==> config.mk <==
export PLATFORM = sky130hd
export DESIGN_NAME = subpixel_ray_cell_traversal
export DESIGN_NICKNAME = d
export VERILOG_FILES = /design/src/sv/srct_pkg.sv /design/src/sv/srct_dp.sv /design/src/sv/srct_ctrl.sv /design/src/sv/subpixel_ray_cell_traversal.sv
export SDC_FILE = /design/constraint.sdc
export NUM_CORES = 2
export LEC_CHECK = 0
export ABC_CLOCK_PERIOD_IN_PS = 6500
export BUFFER_PORTS_ARGS = -buffer_cell sky130_fd_sc_hd__buf_2
export CAP_MARGIN = 20
export CORE_AREA = 4 4 408 410
export CTS_CLUSTER_SIZE = 28
export DETAILED_ROUTE_END_ITERATION = 8
export DIE_AREA = 0 0 412 414
export PLACE_DENSITY = 0.57
export SLEW_MARGIN = 20
export SYNTH_ARGS = -nofsm -noshare
export SYNTH_HDL_FRONTEND = slang
export SYNTH_SLANG_ARGS = --single-unit
==> constraint.sdc <==
create_clock -name aclk -period 6.5 [get_ports aclk]
set_clock_uncertainty 0.05 [all_clocks]
set_input_delay 1.625 -clock aclk [delete_from_list [all_inputs] [get_ports aclk]]
set_output_delay 1.625 -clock aclk [all_outputs]
set_load 0.1 [all_outputs]
==> src/sv/srct_pkg.sv <==
// ============================================================================
// srct_pkg
// Shared types and constants for the subpixel ray cell traversal block.
// ============================================================================
package srct_pkg;

    localparam int COORD_W            = 15;
    localparam int CELL_W             = 5;
    localparam int GRID_CELLS_DEF     = 32;
    localparam int SUBPIXEL_SCALE_DEF = 1000;
    localparam int MAX_RESULTS        = 63;
    localparam int CNT_W              = 6;
    localparam int S_TDATA_W          = 64;
    localparam int M_TDATA_W          = 16;

    typedef enum logic [2:0] {
        ST_IDLE,
        ST_DIV,
        ST_PREP,
        ST_MUL,
        ST_INIT,
        ST_WALK
    } state_t;

    typedef struct packed {
        logic load;
        logic div_step;
        logic prep;
        logic mul;
        logic init;
        logic advance;
    } cmd_t;

    typedef struct packed {
        logic div_done;
        logic cell_last;
    } sts_t;

endpackage

==> src/sv/srct_dp.sv <==
// ============================================================================
// srct_dp
// Datapath: input clamp and ordering, cell index division, error term setup
// and the per-cell walk with its output payload register.
// ============================================================================
module srct_dp #(
    parameter int GRID_CELLS     = srct_pkg::GRID_CELLS_DEF,
    parameter int SUBPIXEL_SCALE = srct_pkg::SUBPIXEL_SCALE_DEF
) (
    input  logic                         aclk,
    input  srct_pkg::cmd_t               cmd,
    output srct_pkg::sts_t               sts,
    input  logic [srct_pkg::COORD_W-1:0] start_x,
    input  logic [srct_pkg::COORD_W-1:0] start_y,
    input  logic [srct_pkg::COORD_W-1:0] stop_x,
    input  logic [srct_pkg::COORD_W-1:0] stop_y,
    output logic [srct_pkg::CELL_W-1:0]  cell_x,
    output logic [srct_pkg::CELL_W-1:0]  cell_y,
    output logic                         last_cell
);

    localparam int CW    = srct_pkg::COORD_W;
    localparam int LW    = srct_pkg::CELL_W;
    localparam int QW    = (GRID_CELLS > 1) ? $clog2(GRID_CELLS) : 1;
    localparam int SW    = $clog2(SUBPIXEL_SCALE + 1);
    localparam int RW    = SW + 1;
    localparam int ERR_W = SW + 20;
    localparam int MW    = CW + 2;
    localparam int PW    = CW + MW;
    localparam int DIV_K = CW + SW;
    localparam longint LIM = longint'(GRID_CELLS) * longint'(SUBPIXEL_SCALE) - 1;
    localparam logic [CW-1:0] LIM_C =
        (LIM >= ((longint'(1) << CW) - 1)) ? {CW{1'b1}} : CW'(LIM);
    localparam logic [RW-1:0] TWO_S      = RW'(2 * SUBPIXEL_SCALE);
    localparam logic [RW-1:0] TWO_S_M1   = RW'(2 * SUBPIXEL_SCALE - 1);
    // ceil(2^DIV_K / scale): exact quotient for every CW-bit coordinate
    localparam longint DIV_M = ((longint'(1) << DIV_K) + longint'(SUBPIXEL_SCALE) - 1)
                               / longint'(SUBPIXEL_SCALE);
    localparam logic [PW-1:0] RECIP_C  = PW'(DIV_M);
    localparam logic [CW-1:0] SCALE_CW = CW'(SUBPIXEL_SCALE);

    // lanes: 0 begin x, 1 begin y, 2 end x, 3 end y
    logic [CW-1:0]  coord_reg [4];
    logic [CW-1:0]  rem_reg   [4];
    logic [QW-1:0]  quot_reg  [4];
    logic           div_phase_reg;
    logic [PW-1:0]  recip_w   [4];

    logic [CW-1:0]          dx_reg;
    logic signed [CW:0]     dy_reg;
    logic                   vert_reg;
    logic                   rising_reg;
    logic [RW-1:0]          first_reg;
    logic [RW-1:0]          lastw_reg;
    logic [RW-1:0]          ey1_reg;

    logic signed [ERR_W-1:0] p1_reg, p2_reg, den_reg, step_reg, dyl_reg;
    logic signed [ERR_W-1:0] err_reg;
    logic [LW-1:0]           cx_reg, cy_reg, ymax_reg, ecx_reg;
    logic                    final_reg;
    logic [srct_pkg::CNT_W-1:0] cnt_reg;
    logic [LW-1:0]           cell_x_reg, cell_y_reg;
    logic                    last_cell_reg;

    logic [CW-1:0] sx, sy, tx, ty;
    logic          swap;

    logic [CW+RW-1:0]          p1_w;
    logic signed [CW+RW+1:0]   p2_w;
    logic [CW+RW-1:0]          den_w;
    logic signed [CW+RW+1:0]   step_w;
    logic signed [CW+RW+1:0]   dyl_w;

    logic                    adv_y, corner, fin_next, cell_last;
    logic signed [ERR_W-1:0] err_adj, err_col;
    logic [LW-1:0]           cy_step, cx_inc;

    always_comb begin
        sx   = (start_x > LIM_C) ? LIM_C : start_x;
        sy   = (start_y > LIM_C) ? LIM_C : start_y;
        tx   = (stop_x  > LIM_C) ? LIM_C : stop_x;
        ty   = (stop_y  > LIM_C) ? LIM_C : stop_y;
        swap = sx > tx;
    end

    always_comb begin
        for (int i = 0; i < 4; i++) begin
            recip_w[i] = PW'(coord_reg[i]) * RECIP_C;
        end
    end

    assign p1_w   = ey1_reg * dx_reg;
    assign p2_w   = dy_reg * $signed({1'b0, first_reg});
    assign den_w  = dx_reg * TWO_S;
    assign step_w = dy_reg * $signed({1'b0, TWO_S});
    assign dyl_w  = dy_reg * $signed({1'b0, lastw_reg});

    always_comb begin
        if (vert_reg) begin
            adv_y = cy_reg != ymax_reg;
        end else if (rising_reg) begin
            adv_y = err_reg > den_reg;
        end else begin
            adv_y = err_reg < 0;
        end
        corner    = rising_reg ? (err_reg == den_reg) : (err_reg == '0);
        err_adj   = rising_reg ? (err_reg - den_reg) : (err_reg + den_reg);
        cy_step   = (rising_reg || vert_reg) ? (cy_reg + 1'b1) : (cy_reg - 1'b1);
        cx_inc    = cx_reg + 1'b1;
        fin_next  = cx_inc == ecx_reg;
        err_col   = (corner ? err_adj : err_reg) + (fin_next ? dyl_reg : step_reg);
        cell_last = (!adv_y && (vert_reg || final_reg))
                    || (cnt_reg == srct_pkg::CNT_W'(srct_pkg::MAX_RESULTS - 1));
    end

    always_ff @(posedge aclk) begin
        if (cmd.load) begin
            coord_reg[0]  <= swap ? tx : sx;
            coord_reg[1]  <= swap ? ty : sy;
            coord_reg[2]  <= swap ? sx : tx;
            coord_reg[3]  <= swap ? sy : ty;
            div_phase_reg <= 1'b1;
        end else if (cmd.div_step) begin
            if (div_phase_reg) begin
                for (int i = 0; i < 4; i++) begin
                    quot_reg[i] <= QW'(recip_w[i] >> DIV_K);
                end
                div_phase_reg <= 1'b0;
            end else begin
                for (int i = 0; i < 4; i++) begin
                    rem_reg[i] <= coord_reg[i] - CW'(quot_reg[i]) * SCALE_CW;
                end
            end
        end

        if (cmd.prep) begin
            dx_reg     <= coord_reg[2] - coord_reg[0];
            dy_reg     <= $signed({1'b0, coord_reg[3]}) - $signed({1'b0, coord_reg[1]});
            rising_reg <= coord_reg[3] > coord_reg[1];
            vert_reg   <= quot_reg[0] == quot_reg[2];
            first_reg  <= TWO_S_M1 - (RW'(rem_reg[0]) << 1);
            lastw_reg  <= (RW'(rem_reg[2]) << 1) | RW'(1);
            ey1_reg    <= (RW'(rem_reg[1]) << 1) | RW'(1);
        end

        if (cmd.mul) begin
            p1_reg   <= ERR_W'(p1_w);
            p2_reg   <= ERR_W'(p2_w);
            den_reg  <= ERR_W'(den_w);
            step_reg <= ERR_W'(step_w);
            dyl_reg  <= ERR_W'(dyl_w);
        end

        if (cmd.init) begin
            err_reg   <= p1_reg + p2_reg;
            cx_reg    <= LW'(quot_reg[0]);
            cy_reg    <= (vert_reg && quot_reg[3] < quot_reg[1]) ?
                         LW'(quot_reg[3]) : LW'(quot_reg[1]);
            ymax_reg  <= (quot_reg[3] < quot_reg[1]) ? LW'(quot_reg[1]) : LW'(quot_reg[3]);
            ecx_reg   <= LW'(quot_reg[2]);
            final_reg <= 1'b0;
            cnt_reg   <= '0;
        end else if (cmd.advance) begin
            cell_x_reg    <= cx_reg;
            cell_y_reg    <= cy_reg;
            last_cell_reg <= cell_last;
            cnt_reg       <= cnt_reg + 1'b1;
            if (adv_y) begin
                cy_reg  <= cy_step;
                err_reg <= err_adj;
            end else if (!vert_reg && !final_reg) begin
                cx_reg    <= cx_inc;
                err_reg   <= err_col;
                final_reg <= fin_next;
                if (corner) begin
                    cy_reg <= cy_step;
                end
            end
        end
    end

    assign sts.div_done  = !div_phase_reg;
    assign sts.cell_last = cell_last;
    assign cell_x        = cell_x_reg;
    assign cell_y        = cell_y_reg;
    assign last_cell     = last_cell_reg;

endmodule

==> src/sv/srct_ctrl.sv <==
// ============================================================================
// srct_ctrl
// Controller: sequences setup steps per ray, runs the cell walk and owns
// the handshake state of both channels.
// ============================================================================
module srct_ctrl (
    input  logic           aclk,
    input  logic           aresetn,
    input  logic           s_tvalid,
    output logic           s_tready,
    output logic           m_tvalid,
    input  logic           m_tready,
    output srct_pkg::cmd_t cmd,
    input  srct_pkg::sts_t sts
);

    srct_pkg::state_t state_reg, state_next;
    logic             out_valid_reg, out_valid_next;
    logic             advance;

    assign advance = (state_reg == srct_pkg::ST_WALK) && (!out_valid_reg || m_tready);

    always_comb begin
        state_next = state_reg;
        case (state_reg)
            srct_pkg::ST_IDLE: begin
                if (s_tvalid) begin
                    state_next = srct_pkg::ST_DIV;
                end
            end
            srct_pkg::ST_DIV: begin
                if (sts.div_done) begin
                    state_next = srct_pkg::ST_PREP;
                end
            end
            srct_pkg::ST_PREP: state_next = srct_pkg::ST_MUL;
            srct_pkg::ST_MUL:  state_next = srct_pkg::ST_INIT;
            srct_pkg::ST_INIT: state_next = srct_pkg::ST_WALK;
            srct_pkg::ST_WALK: begin
                if (advance && sts.cell_last) begin
                    state_next = srct_pkg::ST_IDLE;
                end
            end
            default: state_next = srct_pkg::ST_IDLE;
        endcase
    end

    always_comb begin
        cmd            = '0;
        s_tready       = 1'b0;
        out_valid_next = m_tready ? 1'b0 : out_valid_reg;
        case (state_reg)
            srct_pkg::ST_IDLE: begin
                s_tready = 1'b1;
                cmd.load = s_tvalid;
            end
            srct_pkg::ST_DIV:  cmd.div_step = 1'b1;
            srct_pkg::ST_PREP: cmd.prep     = 1'b1;
            srct_pkg::ST_MUL:  cmd.mul      = 1'b1;
            srct_pkg::ST_INIT: cmd.init     = 1'b1;
            srct_pkg::ST_WALK: begin
                cmd.advance = advance;
                if (advance) begin
                    out_valid_next = 1'b1;
                end
            end
            default: cmd = '0;
        endcase
    end

    always_ff @(posedge aclk) begin
        if (!aresetn) begin
            state_reg     <= srct_pkg::ST_IDLE;
            out_valid_reg <= 1'b0;
        end else begin
            state_reg     <= state_next;
            out_valid_reg <= out_valid_next;
        end
    end

    assign m_tvalid = out_valid_reg;

endmodule

==> src/sv/subpixel_ray_cell_traversal.sv <==
// ============================================================================
// subpixel_ray_cell_traversal
// Supercover walk of a ray given in subpixel units over a square cell grid.
// ============================================================================
// Usage:
//   Slave channel takes one ray per transaction: begin and end points in
//   subpixel units. Master channel returns the cells the segment touches,
//   at most 63, in walk order, one cell per transaction, with m_tlast on
//   the final cell. Coordinates beyond the grid are clamped to its edge.
// Setup: after a ray is accepted, the first cell shows on m_tvalid once
//   cell index division (reciprocal multiply, then remainder), prep,
//   multiply, error term init and the first walk step have run.
// Throughput: a ray yields at most 63 cells; while m_tready stays high
//   the walk emits one cell per cycle from the single error term update.
//   s_tready is high only between rays; the next ray is taken while the
//   last cell of the previous one still waits in the output register.
// Reset: synchronous, active low; drops m_tvalid and returns to idle.
// Stall: with m_tready low the walk holds and the output stays stable.
// ============================================================================
module subpixel_ray_cell_traversal #(
    parameter int GRID_CELLS     = srct_pkg::GRID_CELLS_DEF,
    parameter int SUBPIXEL_SCALE = srct_pkg::SUBPIXEL_SCALE_DEF
) (
    input  logic                           aclk,
    input  logic                           aresetn,
    input  logic                           s_tvalid,
    output logic                           s_tready,
    // start_x[14:0], start_y[29:15], stop_x[44:30], stop_y[59:45], zero pad
    input  logic [srct_pkg::S_TDATA_W-1:0] s_tdata,
    output logic                           m_tvalid,
    input  logic                           m_tready,
    // cell_x[4:0], cell_y[9:5], zero pad
    output logic [srct_pkg::M_TDATA_W-1:0] m_tdata,
    output logic                           m_tlast
);

    localparam int CW = srct_pkg::COORD_W;
    localparam int LW = srct_pkg::CELL_W;

    srct_pkg::cmd_t cmd;
    srct_pkg::sts_t sts;
    logic [LW-1:0]  cell_x, cell_y;

    srct_ctrl u_ctrl (
        .aclk     (aclk),
        .aresetn  (aresetn),
        .s_tvalid (s_tvalid),
        .s_tready (s_tready),
        .m_tvalid (m_tvalid),
        .m_tready (m_tready),
        .cmd      (cmd),
        .sts      (sts)
    );

    srct_dp #(
        .GRID_CELLS     (GRID_CELLS),
        .SUBPIXEL_SCALE (SUBPIXEL_SCALE)
    ) u_dp (
        .aclk      (aclk),
        .cmd       (cmd),
        .sts       (sts),
        .start_x   (s_tdata[CW-1:0]),
        .start_y   (s_tdata[2*CW-1:CW]),
        .stop_x    (s_tdata[3*CW-1:2*CW]),
        .stop_y    (s_tdata[4*CW-1:3*CW]),
        .cell_x    (cell_x),
        .cell_y    (cell_y),
        .last_cell (m_tlast)
    );

    assign m_tdata = {{(srct_pkg::M_TDATA_W - 2*LW){1'b0}}, cell_y, cell_x};

endmodule

==> summary.txt <==
Route
  – Via density: ~4.8
  – Vias: 39.02k
  – Post-route DRC: 0
  – WL/cell: 16.52 um
  – DR iter-0 viols: approximately 2k
  – Final ANT Viol Nets: 0
  – WL final: 133000 um
  – First-pass iteration count of the detailed router: 5

Worst setup path
  – CP top delay family: adder cells
  – CP max stage cell: edfxtp_1
  – Critical Path End Type: flop
  – CP max stage delay: about 0.54 ns
  – Cell mode on critical path: fa_1
  – CP Class: reg -> reg
  – Worst Setup SP: u_dp.dy_reg[5]
  – CP Launch Type: flop
  – Worst EP arrival: ~6.4 ns
  – Worst r2r src: u_dp.dy_reg[5]
  – Buf/Inv on CP: 6
  – Max FO, Critical Path: 7
  – Cells along the critical path: and2_1, fa_1, inv_1, fa_1, inv_1, fa_1, fa_1, inv_1, fa_1, inv_1, ha_1, a21o_1, a21oi_1, o31ai_1, buf_4, a41oi_1, o31ai_1, o41ai_1, buf_4, o2111ai_1, a21oi_1, xnor2_1
  – Critical Path RT: just under 7 ns

Layout
  – Area delta synth->final: 8.983%
  – Post-layout util: 0.3798
  – Final Cell Area: 0.06167 mm2
  – Final net count: about 7.6k
  – FF/Latch Area: 0.01102 mm2
  – Footprint of the multi-input gates: ~0.04 mm2
  – Max reg flops: 60
  – # fillers: 16.21k
  – Share of layout cells above drive strength 1: 0.06314

CTS
  – Skew-Pair Late Insertion Delay: between 0.6 and 0.7 ns
  – Hold buffer count at CTS: 0
  – CTS H-tree lvls: 2
  – CTS tree: yes
  – CTS buffer count: 46
  – Clock root buffer: clkbuf_16
  – Clk buf depth: 3
  – Clk slew on worst S/H paths: ~0.06 ns
  – CTS Sinks: approximately 370

Floorplanning
  – Initial core utilization: 0.3485
  – Core area: ~0.16 mm2
  – Die Wd: roughly 410 um
  – Die area: 0.1706 mm2
  – Core Rows: 148
  – Die height: 414 um
  – Top-Level Pins: 87

GRT
  – First-pass GRT wire length: roughly 220000 um
  – Gr usage total: 0.1582
  – Largest net degree at the start of global routing: 64
  – Number of global-route vias before repair: just over 40k
  – Grt total ovfl: 0
  – Initial antenna violation count: 0

Pwr
  – Sw frac: 0.4858
  – P per Cell Area: ~530 mW/mm2
  – Total internal power: between 15 and 20 mW
  – Share of total power in combinational logic: 0.782
  – Clock power share: 0.079
  – Leak Pwr: 30.56 nW
  – Sequential share of power: 0.139
  – VDD IR max: 475.9 uV
  – NetSw: 16.01 mW

Timing
  – RSZ-0062 raised after global routing: no
  – Fmax: ~160 MHz
  – Fin crit share: 0.9355
  – Least-Margin Pin Slew: roughly 1.1 ns
  – Hold slack: 0.3714 ns
  – Fin worst setup slack: 0.4191 ns
  – Tmin final: roughly 6.1 ns
  – Final setup violating endpoints: 0
  – Relative slew slack: 0.2891
  – Setup TNS: 0 ns
  – Final hold viol count: 0
  – Final Slew Violations: 0

Synthesis
  – Ys async rst share: 0
  – Synth Instances: ~5.7k
  – EDFF count, synth: approximately 360
  – Largest area contributor in the netlist: fa_1
  – Ys flop type: edfxtp_1
  – Post-synth top cells: inv_1 (1235), ha_1 (948), fa_1 (706)
  – Yosys top cell area share: 0.2498
  – Syn. warnings: 0
  – Synth top area cells: fa_1 (25%), ha_1 (21%), edfxtp_1 (19%)
  – Syn avg cell area: between 9 and 10 um2
  – Seq/Total Area, Yosys: 0.1947
  – Most instantiated library cell after synthesis: inv_1
  – Register bit total from synthesis: approximately 370
  – Unique masters post-synth: 84
  – Post-Syn Area: ~0.057 mm2

Placement
  – Placer Congestion: around 0.86
  – Port Buffers: between 70 and 80
  – Dpl hpwl: about 110000 um
  – Pre-CTS setup slack: 0.3438 ns
  – Cell Area, Placed: about 0.06 mm2

Hold path
  – Hold Path Class: reg -> reg
  – Hold_sp: u_dp.rem_reg[1][7]

Run status
  – Outcome: complete, no violations

Job
  – # Max-Cap Violations: 0
==> power groups by stage <==
| stage | clock (mW) | combinational (mW) | sequential (mW) |
|---|---|---|---|
| 2_1_floorplan | 0 | 19.5 | 4.47 |
| 3_3_place_gp | 0 | 25.5 | 4.63 |
| 3_5_place_dp | 0 | 26.0 | 4.64 |
| 4_1_cts | 2.68 | 26.2 | 4.59 |
| 5_1_grt | 2.78 | 29.8 | 4.61 |
| 6_report | 2.60 | 25.8 | 4.58 |
==> timing repair <==
| item | in CTS | in global routing |
|---|---|---|
| resized for setup | 0 | 1 |
| setup buffers | 0 | 5 |
| endpoints found under the setup margin | 0 | 3 |
==> stage by stage <==
step | instances | power [mW]
floorplan | 5736 | 24.00
global placement | 7960 | 30.17
detailed placement | 7960 | 30.60
CTS | 8046 | 33.42
global route | 8051 | 37.15
finish | 8052 | 32.96
==> worst paths after layout <==
kind                          end  slack, ns  cells after the start
setup / recovery  u_dp.p2_reg[27]       0.42                     22
hold / removal    u_dp.ey1_reg[8]       0.37                      0
setup reg to reg  u_dp.p2_reg[27]       0.42                     22
hold reg to reg   u_dp.ey1_reg[8]       0.37                      0
==> per-layer routing <==
layer / vias to the layer above / GRT usage / share of wire
met3: 139 / 0.01516 / 0.039
met1: 19310 / 0.2219 / 0.47
met2: 662 / 0.2668 / 0.47
met4: 0 / 0.03067 / 0.019
li1: 18910 / - / -
met5: - / 0 / 0
==> logic make-up after synthesis <==
family	synth area share
compound gates	0.08546
xor+xnor	0.04451
fa+ha+maj	0.4594
buf+inv	0.09233
flops	0.1947
mux	0.02388
other cells	0.00006627
simple gates	0.09965
==> cell usage in the layout, fill, tap and decap left out, types with 96 or more instances in the layout <==
master and count:
edfxtp_1 359, xor2_1 96, xnor2_1 189, a21o_1 102
fa_1 706, nand2_1 453, inv_1 1234, o21ai_0 141
ha_1 948, buf_4 115, and2_1 182, nor2_1 210
a21oi_1 199
==> layout make-up <==
class,count,area share
Multi-Input combinational cell,3985,0.6553
Timing Repair Buffer,197,0.02211
Clock inverter,34,0.004768
Inverter,1237,0.07529
Clock buffer,52,0.01970
Antenna cell,1,0.00004058
Sequential cell,371,0.1787
Tap cell,2175,0.04413
==> worst reg2reg max path, stage by stage (launching register included) <==
cell and delay (ns):
edfxtp_1 0.54, and2_1 0.25, fa_1 0.53, inv_1 0.06, fa_1 0.54, inv_1 0.05, fa_1 0.48, fa_1 0.49
inv_1 0.05, fa_1 0.47, inv_1 0.04, ha_1 0.33, a21o_1 0.17, a21oi_1 0.14, o31ai_1 0.09, buf_4 0.15
a41oi_1 0.33, o31ai_1 0.19, o41ai_1 0.28, buf_4 0.19, o2111ai_1 0.13, a21oi_1 0.19, xnor2_1 0.09
Power figures use the tool's default switching activity.
